**config.mk**
```make
export PLATFORM = sky130hd
export DESIGN_NAME = jet_b_content_tagger_unit
export DESIGN_NICKNAME = d
export VERILOG_FILES = /design/src/jbct_pkg.sv /design/src/jet_b_content_tagger_unit.sv
export SDC_FILE = /design/constraint.sdc
export NUM_CORES = 1
export LEC_CHECK = 0
export ABC_AREA = 1
export BUFFER_PORTS_ARGS = -buffer_cell sky130_fd_sc_hd__buf_2
export CORE_MARGIN = 5
export CORE_UTILIZATION = 40
export CTS_CLUSTER_SIZE = 12
export DETAILED_ROUTE_END_ITERATION = 7
export HOLD_SLACK_MARGIN = 0.1
export PLACE_DENSITY = 0.61
export SLEW_MARGIN = 25
export SYNTH_ARGS = -nofsm -noshare
export SYNTH_HDL_FRONTEND = slang
export SYNTH_SLANG_ARGS = --single-unit
export TNS_END_PERCENT = 100
```
**constraint.sdc**
```tcl
create_clock -name clk -period 8.66 [get_ports clk]
set_clock_uncertainty 0.1 [all_clocks]
set_input_delay 1.732 -clock clk [delete_from_list [all_inputs] [get_ports clk]]
set_output_delay 1.732 -clock clk [all_outputs]
set_load 0.03 [all_outputs]
```
**src/jbct_pkg.sv**
```systemverilog
// Package for the jet b-content tagger: widths, reciprocal constants and the
// per-constituent b-count decode function.
// No dependencies; used by jet_b_content_tagger_unit.
package jbct_pkg;

  localparam int CODE_W   = 25;
  localparam int MAG_W    = 25;
  localparam int WEIGHT_W = 16;
  localparam int NET_W    = 12;
  localparam int SUM_W    = 12;  // running sum width, legal 4..32
  localparam int CFG_IDX_W = 1;

  // Register indexes of the configuration port.
  typedef enum logic [CFG_IDX_W-1:0] {
    CFG_TAG_PROB  = 1'b0,
    CFG_FAKE_PROB = 1'b1
  } cfg_idx_t;

  // Exact floor division of a 25-bit magnitude by 10000: (x * MUL_10K) >> 39.
  localparam logic [25:0] MUL_10K   = 26'd54975582;
  localparam int          SHIFT_10K = 39;
  localparam logic [13:0] TEN_K     = 14'd10000;

  // Exact floor division of a 14-bit remainder by 10, 100 and 1000.
  localparam logic [14:0] MUL_10   = 15'd26215;   // shift 18
  localparam logic [14:0] MUL_100  = 15'd20972;   // shift 21
  localparam logic [14:0] MUL_1000 = 15'd16778;   // shift 24

  typedef logic [3:0] digit_t;

  typedef struct packed {
    logic signed [2:0] contrib;
    logic              bad;
  } decode_t;

  function automatic logic [1:0] is_five(input digit_t d);
    is_five = {1'b0, (d == 4'd5)};
  endfunction

  // Net b count of one code from its four low decimal digits.
  function automatic decode_t decode_b(input digit_t d3, input digit_t d2,
                                       input digit_t d1, input digit_t d0,
                                       input logic is_zero, input logic neg);
    decode_t     res;
    logic [1:0]  cnt;
    logic        flip;
    logic signed [2:0] pos;
    res  = '0;
    cnt  = '0;
    flip = 1'b0;
    pos  = '0;
    if (is_zero) begin
      res = '0;
    end else if (d3 != 4'd0) begin
      // Baryon or diquark: every 5 in the upper three digits counts.
      res.bad = (d3 > 4'd6) || (d2 > 4'd6) || (d1 > 4'd6);
      cnt = is_five(d3) + is_five(d2) + is_five(d1);
      pos = $signed({1'b0, cnt});
      if (!res.bad) begin
        res.contrib = neg ? -pos : pos;
      end
    end else if (d2 != 4'd0) begin
      // Meson: flavor sign flips when the leading digit is 3 or 5.
      res.bad = (d2 > 4'd6) || (d1 > 4'd6);
      flip = (d2 == 4'd3) || (d2 == 4'd5);
      if ((d2 == 4'd5) && (d1 != 4'd5)) begin
        pos = 3'sd1;
      end else if ((d2 != 4'd5) && (d1 == 4'd5)) begin
        pos = -3'sd1;
      end else begin
        pos = 3'sd0;
      end
      if (!res.bad) begin
        res.contrib = (neg ^ flip) ? -pos : pos;
      end
    end else if (d1 != 4'd0) begin
      // Two-digit codes are leptons and carry no b.
      res = '0;
    end else if (d0 != 4'd0) begin
      res.bad = (d0 > 4'd6);
      if (!res.bad && (d0 == 4'd5)) begin
        res.contrib = neg ? -3'sd1 : 3'sd1;
      end
    end else begin
      // Nonzero code whose low four digits are all zero.
      res.bad = 1'b1;
    end
    decode_b = res;
  endfunction

endpackage

```
**src/jet_b_content_tagger_unit.sv**
```systemverilog
// Top level of the jet b-content tagger: decode pipeline, saturating
// accumulator and result register. Depends on jbct_pkg.
//
// The block takes one jet constituent per transfer and can take one in every
// clock cycle. Each constituent passes through a four-register decode
// pipeline: the input register, a stage that divides the code magnitude by
// 10000 with a reciprocal multiply, a stage that forms the four-digit
// remainder, and a stage that splits that remainder into decimal digits.
// The digits are then decoded into a net b count of -3..3 and added into a
// saturating signed sum in the same cycle. A constituent marked last_in_jet
// loads the result register from the final pipeline stage, and the
// sum and error flag start again from zero for the next jet. The result
// register and the pipeline stages each carry their own valid bit, so input
// keeps flowing while a result waits; only when the final pipeline stage
// holds another end-of-jet constituent and the previous result has not yet
// been taken does the pipeline stall back toward the input. Configuration
// writes take effect on the next cycle and should be made only while no jet
// is in flight, since the weight is picked when the result is formed.
module jet_b_content_tagger_unit (
  input  logic                                 clk,
  input  logic                                 rst_n,

  input  logic                                 in_valid,
  output logic                                 in_ready,
  input  logic signed [jbct_pkg::CODE_W-1:0]   in_particle_code,
  input  logic                                 in_has_identity,
  input  logic                                 in_last_in_jet,

  output logic                                 out_valid,
  input  logic                                 out_ready,
  output logic        [jbct_pkg::WEIGHT_W-1:0] out_weight,
  output logic                                 out_tagged_res,
  output logic signed [jbct_pkg::NET_W-1:0]    out_net_b_total,
  output logic                                 out_code_error,

  input  logic                                 cfg_we,
  input  logic        [jbct_pkg::CFG_IDX_W-1:0] cfg_index,
  input  logic        [jbct_pkg::WEIGHT_W-1:0] cfg_wdata
);

  localparam int SW  = jbct_pkg::SUM_W;
  localparam int MW  = jbct_pkg::MAG_W;

  // Configuration registers.
  logic [jbct_pkg::WEIGHT_W-1:0] tag_prob_r, fake_prob_r;

  always_ff @(posedge clk) begin
    if (!rst_n) begin
      tag_prob_r  <= '0;
      fake_prob_r <= '0;
    end else if (cfg_we) begin
      case (jbct_pkg::cfg_idx_t'(cfg_index))
        jbct_pkg::CFG_TAG_PROB:  tag_prob_r  <= cfg_wdata;
        jbct_pkg::CFG_FAKE_PROB: fake_prob_r <= cfg_wdata;
        default: ;
      endcase
    end
  end

  // Pipeline valid bits and the per-stage advance conditions.
  logic s1_v_r, s2_v_r, s3_v_r, s4_v_r;
  logic s1_go, s2_go, s3_go, s4_go;
  logic s4_ok, s3_ok, s2_ok, s1_ok;

  // Stage 1: input register.
  logic signed [jbct_pkg::CODE_W-1:0] s1_code_r;
  logic s1_has_r, s1_last_r;

  // Stage 2: quotient by 10000 and low bits of the magnitude.
  logic [11:0] s2_q_r;
  logic [13:0] s2_mag_lo_r;
  logic        s2_zero_r, s2_neg_r, s2_has_r, s2_last_r;

  // Stage 3: magnitude modulo 10000.
  logic [13:0] s3_rem_r;
  logic        s3_zero_r, s3_neg_r, s3_has_r, s3_last_r;

  // Stage 4: decimal digits.
  jbct_pkg::digit_t s4_d3_r, s4_d2_r, s4_d1_r, s4_d0_r;
  logic        s4_zero_r, s4_neg_r, s4_has_r, s4_last_r;

  // Accumulator and result register.
  logic signed [SW-1:0] sum_r, sum_nxt;
  logic                 err_r, err_nxt;
  logic                 out_valid_r, out_valid_nxt;
  logic [jbct_pkg::WEIGHT_W-1:0] out_weight_r;
  logic                 out_tagged_r, out_error_r;
  logic signed [jbct_pkg::NET_W-1:0] out_net_r;

  // A stage moves on unless its successor is full and cannot move. The last
  // stage only blocks when it must write a result into a full result register.
  assign s4_ok = !(s4_v_r && s4_last_r && out_valid_r && !out_ready);
  assign s3_ok = !s4_v_r || s4_ok;
  assign s2_ok = !s3_v_r || s3_ok;
  assign s1_ok = !s2_v_r || s2_ok;
  assign in_ready = !s1_v_r || s1_ok;

  assign s1_go = in_valid && in_ready;
  assign s2_go = s1_v_r && s1_ok;
  assign s3_go = s2_v_r && s2_ok;
  assign s4_go = s3_v_r && s3_ok;

  always_ff @(posedge clk) begin
    if (!rst_n) begin
      s1_v_r <= 1'b0;
      s2_v_r <= 1'b0;
      s3_v_r <= 1'b0;
      s4_v_r <= 1'b0;
    end else begin
      if (in_ready) s1_v_r <= in_valid;
      if (s1_ok)    s2_v_r <= s1_v_r;
      if (s2_ok)    s3_v_r <= s2_v_r;
      if (s3_ok)    s4_v_r <= s3_v_r;
    end
  end

  // Stage 1 -> 2: magnitude and its quotient by 10000.
  logic [MW-1:0] s1_mag;
  logic [50:0]   prod_10k;

  assign s1_mag   = s1_code_r[jbct_pkg::CODE_W-1] ? MW'(-s1_code_r) : MW'(s1_code_r);
  assign prod_10k = {26'd0, s1_mag} * {25'd0, jbct_pkg::MUL_10K};

  always_ff @(posedge clk) begin
    if (s1_go) begin
      s1_code_r <= in_particle_code;
      s1_has_r  <= in_has_identity;
      s1_last_r <= in_last_in_jet;
    end
    if (s2_go) begin
      s2_q_r      <= prod_10k[jbct_pkg::SHIFT_10K +: 12];
      s2_mag_lo_r <= s1_mag[13:0];
      s2_zero_r   <= (s1_code_r == '0);
      s2_neg_r    <= s1_code_r[jbct_pkg::CODE_W-1];
      s2_has_r    <= s1_has_r;
      s2_last_r   <= s1_last_r;
    end
  end

  // Stage 2 -> 3: the remainder is below 2^14, so arithmetic modulo 2^14 is exact.
  logic [25:0] q_times_10k;

  assign q_times_10k = {14'd0, s2_q_r} * {12'd0, jbct_pkg::TEN_K};

  always_ff @(posedge clk) begin
    if (s3_go) begin
      s3_rem_r  <= s2_mag_lo_r - q_times_10k[13:0];
      s3_zero_r <= s2_zero_r;
      s3_neg_r  <= s2_neg_r;
      s3_has_r  <= s2_has_r;
      s3_last_r <= s2_last_r;
    end
  end

  // Stage 3 -> 4: digits from independent reciprocal quotients.
  logic [28:0] p10, p100, p1000;
  logic [9:0]  q10;
  logic [6:0]  q100;
  logic [3:0]  q1000;
  logic [13:0] q10_x10;
  logic [9:0]  q100_x10;
  logic [6:0]  q1000_x10;

  assign p10   = {15'd0, s3_rem_r} * {14'd0, jbct_pkg::MUL_10};
  assign p100  = {15'd0, s3_rem_r} * {14'd0, jbct_pkg::MUL_100};
  assign p1000 = {15'd0, s3_rem_r} * {14'd0, jbct_pkg::MUL_1000};
  assign q10   = p10[27:18];
  assign q100  = p100[27:21];
  assign q1000 = p1000[27:24];
  assign q10_x10   = {q10, 3'd0} + {3'd0, q10, 1'b0};
  assign q100_x10  = {q100, 3'd0} + {2'd0, q100, 1'b0};
  assign q1000_x10 = {q1000, 3'd0} + {2'd0, q1000, 1'b0};

  always_ff @(posedge clk) begin
    if (s4_go) begin
      s4_d0_r   <= s3_rem_r[3:0] - q10_x10[3:0];
      s4_d1_r   <= q10[3:0] - q100_x10[3:0];
      s4_d2_r   <= q100[3:0] - q1000_x10[3:0];
      s4_d3_r   <= q1000;
      s4_zero_r <= s3_zero_r;
      s4_neg_r  <= s3_neg_r;
      s4_has_r  <= s3_has_r;
      s4_last_r <= s3_last_r;
    end
  end

  // Stage 4: decode, saturating accumulate and result formation.
  jbct_pkg::decode_t dec;
  logic signed [SW:0]  sum_ext;
  logic signed [SW-1:0] sum_acc;
  logic                 err_acc;
  logic signed [32:0]   sum_wide;
  logic signed [jbct_pkg::NET_W-1:0] net_shown;

  localparam logic signed [SW:0] SMAX = (SW+1)'((64'sd1 <<< (SW-1)) - 1);
  localparam logic signed [SW:0] SMIN = -SMAX - 1;

  assign dec = jbct_pkg::decode_b(s4_d3_r, s4_d2_r, s4_d1_r, s4_d0_r, s4_zero_r, s4_neg_r);

  always_comb begin
    sum_ext = {sum_r[SW-1], sum_r} + (SW+1)'(dec.contrib);
    if (!s4_has_r) begin
      sum_acc = sum_r;
      err_acc = err_r;
    end else begin
      if (sum_ext > SMAX) begin
        sum_acc = SMAX[SW-1:0];
      end else if (sum_ext < SMIN) begin
        sum_acc = SMIN[SW-1:0];
      end else begin
        sum_acc = sum_ext[SW-1:0];
      end
      err_acc = err_r | dec.bad;
    end

    // Clamp the jet total to the width of the result field.
    sum_wide = 33'(sum_acc);
    if (sum_wide > 33'sd2047) begin
      net_shown = 12'sd2047;
    end else if (sum_wide < -33'sd2048) begin
      net_shown = -12'sd2048;
    end else begin
      net_shown = sum_wide[jbct_pkg::NET_W-1:0];
    end
  end

  always_comb begin
    sum_nxt       = sum_r;
    err_nxt       = err_r;
    out_valid_nxt = out_valid_r && !out_ready;
    if (s4_v_r && s4_ok) begin
      if (s4_last_r) begin
        sum_nxt       = '0;
        err_nxt       = 1'b0;
        out_valid_nxt = 1'b1;
      end else begin
        sum_nxt = sum_acc;
        err_nxt = err_acc;
      end
    end
  end

  always_ff @(posedge clk) begin
    if (!rst_n) begin
      sum_r       <= '0;
      err_r       <= 1'b0;
      out_valid_r <= 1'b0;
    end else begin
      sum_r       <= sum_nxt;
      err_r       <= err_nxt;
      out_valid_r <= out_valid_nxt;
    end
  end

  always_ff @(posedge clk) begin
    if (s4_v_r && s4_ok && s4_last_r) begin
      out_tagged_r <= (sum_acc != '0);
      out_weight_r <= (sum_acc != '0) ? tag_prob_r : fake_prob_r;
      out_net_r    <= net_shown;
      out_error_r  <= err_acc;
    end
  end

  assign out_valid       = out_valid_r;
  assign out_weight      = out_weight_r;
  assign out_tagged_res  = out_tagged_r;
  assign out_net_b_total = out_net_r;
  assign out_code_error  = out_error_r;

endmodule

```
==> results.txt <==
- The first global-routing pass estimated between 100 and 150 mm of wire.
- The H-tree was split into 4 levels.
- Placed cell count: 4,254
- After routing the design area is approximately 0.031 mm2.
* Nets@finish: about 4,300
- Share of final-layout standard cells stronger than drive strength 1: around 5.4%
* Crit share post-route: a little over 90%
* Met3 layer wire length in the routed design: roughly 2.4 mm
- CTS tree: built
* Delay of the slowest cell on the worst path: about 0.57 ns
- After synthesis the netlist holds a flip-flop and latch count of about 170.
- Total routing usage reported by global routing: between 10% and 20%
- Max_cap viols: 0
- The worst pin sits at a relative slew slack of 35.1%.
- CTS placed an instance of clkbuf_16 at the clock tree root.
- In this run the worst path has a maximum fanout of 6.
- Grt total ovfl: 0
- Before antenna repair, the detailed router went through 5 iterations.
* Placed inst area: a little over 0.03 mm2
- Ports: 81
- Once the clock tree was built, the setup fixing pass inserted 0 buffers.
* Post-Synth XOR/XNOR Area: about 2.8%
* Die Span X: 278 um
- For the worst setup path, the data required time is about 8.8 ns.
- Count of hold-fix buffers inserted at cts: 0
- Post-synth top flop: edfxtp_1
* Count of flip-flops with a built-in enable after synthesis: 123
- The critical path in this run is classified as reg -> reg.
* Mux share of post-synthesis cell area: 0%
- Critical Path Source Type: register
* Post-route ant nets: 0
* Worst path most repeated cell: inv_1
- Final min period: 8.02 ns
- Of the total synthesized cell area, the portion taken by full adders, half adders and majority gates is 51.2%.
- Length of routed wiring on met1: roughly 32 mm
* Clock edge transition at the registers on the reported setup and hold paths: 0.08 ns
- Summing the areas of all and, or, nand and nor instances in the mapped netlist gives a little under an eighth of the synthesized area.
* Quantity of I/O buffers inserted on ports: 80
- Detailed placer's ending HPWL: slightly below 60 mm
- Among all stages on the critical path, the largest delay is contributed by fa_1.
- Share of the synthesized area in compound gates (AO/OA/AOI/OAI): ~6.0%
* Final setup viols: 0
- The final-report max-slew violation count came to 0.
- Unrepaired setup endpoints after global routing: no
* Later-pin clock latency in the skew report: 0.47 ns
* Register area share after synthesis: around 16%
* Top metal layer carrying routed signals: met5
- Die Footprint: slightly below 0.08 mm2
- Met2 wirelength from detailed routing: approximately 34 mm
* Type of the worst min-delay path: reg -> reg
- Post-Syn Area: between 0.02 and 0.03 mm2
- Initial standard-cell utilization of the core: approximately two fifths
- Synthesis produced a netlist with a net count of around 4,200.
* Placeable Area: about 0.071 mm2
- For the worst setup path, the data arrival time is 8.13 ns.
- For this run, the number of Yosys warnings is 0.
* Die Y: 278 um
* Final setup TNS: 0 ns
* Tightest Pin Transition: 0.972 ns
- Mean cell area of the mapped netlist: about 9.0 um2
* Vias in the first global route: 21,400
- The flow ran to the end, and the final reports show no timing, DRC or antenna violations.
- Number of sinks handled by clock tree synthesis: 173
* Starting DRC count in detailed routing: about 1,100
* Maximum buffer depth of the clock tree: 2
- Fmax: 125 MHz
- Count of cell types in the netlist: 47
* Pin count of the biggest net entering global routing: 34
- WL final: 68.7 mm
- Routed via count divided by cell count: ~4.8
- Vias after detailed routing: around 21,000
- By area, the combinational part of the netlist is dominated by adder cells.
- Number of cells produced by synthesis: approximately 3,200
* GPL Wtd Cong: between 0.9 and 1
* Post-cts sizing count: 0
- Clock tree synthesis inserted a total of 17 buffers.
- After detailed routing, the average wire length per cell comes to approximately 16 um.
- Number of placement rows: a little under 100
- Endpoint type of the worst setup path: register
* Total DRC errors in the routed layout: 0
- Fraction of registers with async set/reset: 0%
- Layout overhead on the synthesized area: 8.25%
* Number of inserted filler cells in the final layout: around 7,100
- The number of antenna violations at the first check in global routing is 3.
* Count of endpoints failing hold in the final timing report: 0
- Excluding fillers, the count of instances in the completed layout stands at about 4,300.
-- synthesized netlist by cell type (3+ instances only) --
cell        n  area, um2
nand2_1   370       1390
buf_2       3       15.0
nand2_2     9       56.3
xnor2_1    33        289
ha_1      513       6420
nor2_1    223        837
fa_1      416       8330
xor2_1     57        499
o221ai_1    3       26.3
a211oi_1    4       30.0
or2_2      16        100
nor3_1     18       90.1
o31ai_1     4       30.0
o21bai_1    7       52.6
a21o_1     12       90.1
o21a_1      8       60.1
edfxtp_1  123       3690
a21oi_1   140        701
nand4_1    47        294
o21ai_0   104        521
clkbuf_1   12       45.0
a31oi_1    12       75.1
inv_1     914       3430
dfxtp_1    50       1000
nand3_1    64        320
a21boi_0    4       30.0
o211ai_1    7       52.6
nor4_1     14       87.6
nand3b_1    4       30.0
nor2_4      3       33.8
-- registers in the layout, indices dropped and copies added (netlist names), 4 cells and up --
name,flops
s3_rem_r,14
s4_d1_r,4
s4_d0_r,4
out_weight,16
out_net_b_total,12
tag_prob_r,16
s1_code_r,25
fake_prob_r,16
s2_q_r,10
s2_mag_lo_r,14
s4_d2_r,4
s4_d3_r,4
sum_r,12
-- per-layer routing --
| layer | GRT usage, % | up-vias |
|---|---|---|
| met5 | 0 | - |
| li1 | - | 10200 |
| met2 | 31.3 | 338 |
| met1 | 24.9 | 9911 |
| met3 | 2.22 | 59 |
| met4 | 3.35 | 2 |
-- worst paths after layout --
kind | depth (start not counted) | start | slack (ns) | to
setup / recovery | 38 | s1_code_r[0]$_DFFE_PP_ | 0.64 | s2_q_r[8]$_DFFE_PP_
hold / removal | 0 | s2_mag_lo_r[1]$_DFFE_PP_ | 0.32 | s3_rem_r[1]$_DFFE_PP_
setup reg to reg | 38 | s1_code_r[0]$_DFFE_PP_ | 0.64 | s2_q_r[8]$_DFFE_PP_
hold reg to reg | 0 | s2_mag_lo_r[1]$_DFFE_PP_ | 0.32 | s3_rem_r[1]$_DFFE_PP_
-- through the flow --
step	setup WS [ns]	utilization, %	hold WS [ns]
finish	0.643	43.6	0.322
global route	0.0244	43.6	0.329
CTS	0.566	43.6	0.322
detailed placement	0.568	42.7	0.305
global placement	0.691	42.7	0.301
floorplan	1.11	-	0.300
-- layout by cell type (no fill, tap or decap), types with 8 or more instances in the layout --
| cell | instances |
|---|---|
| nand2_2 | 9 |
| o21ai_0 | 103 |
| nor2_1 | 221 |
| nor4_1 | 13 |
| clkbuf_16 | 18 |
| fa_1 | 416 |
| o21a_1 | 8 |
| dfxtp_1 | 50 |
| xor2_1 | 55 |
| inv_1 | 912 |
| or2_2 | 16 |
| a21oi_1 | 140 |
| edfxtp_1 | 123 |
| nand2_1 | 370 |
| ha_1 | 513 |
| buf_2 | 80 |
| nand4_1 | 47 |
| xnor2_1 | 33 |
| a21o_1 | 12 |
| a31oi_1 | 12 |
| nand3_1 | 64 |
| buf_4 | 28 |
| nor3_1 | 18 |
-- area by class of cell --
cell class	count	area, um2	share of cell area (%)
inverters	916	3440	11.0
well taps	950	1190	3.81
repair buffers	108	611	1.96
clock inverters	14	193	0.618
diodes	1	2.50	0.00802
multi-input cells	2107	20600	66.1
flip-flops and latches	173	4690	15.1
clock buffers	18	450	1.44
-- cell families (layout without fill, tap and decap cells) --
kind of cell | count (synthesis) | in the layout
buffers and inverters | 935 | 1056
AOI/OAI and AO/OA | 312 | 312
and+or+nand+nor | 775 | 775
xor gates and xnor gates | 91 | 91
adders and majority gates | 929 | 929
DFF | 173 | 173
other | 0 | 1
-- critical path: cells and delay by family (launching register included) --
kind            cells  cell delay (ns)
compound gates      1             0.10
flops               1             0.39
buf+inv            12             1.02
simple gates       14             2.01
fa+ha+maj           9             3.85
xor+xnor            2             0.30
Power is left out: the tool's default activity adds up to more than one toggle a clock period on the data nets, which glitch-free logic cannot reach.
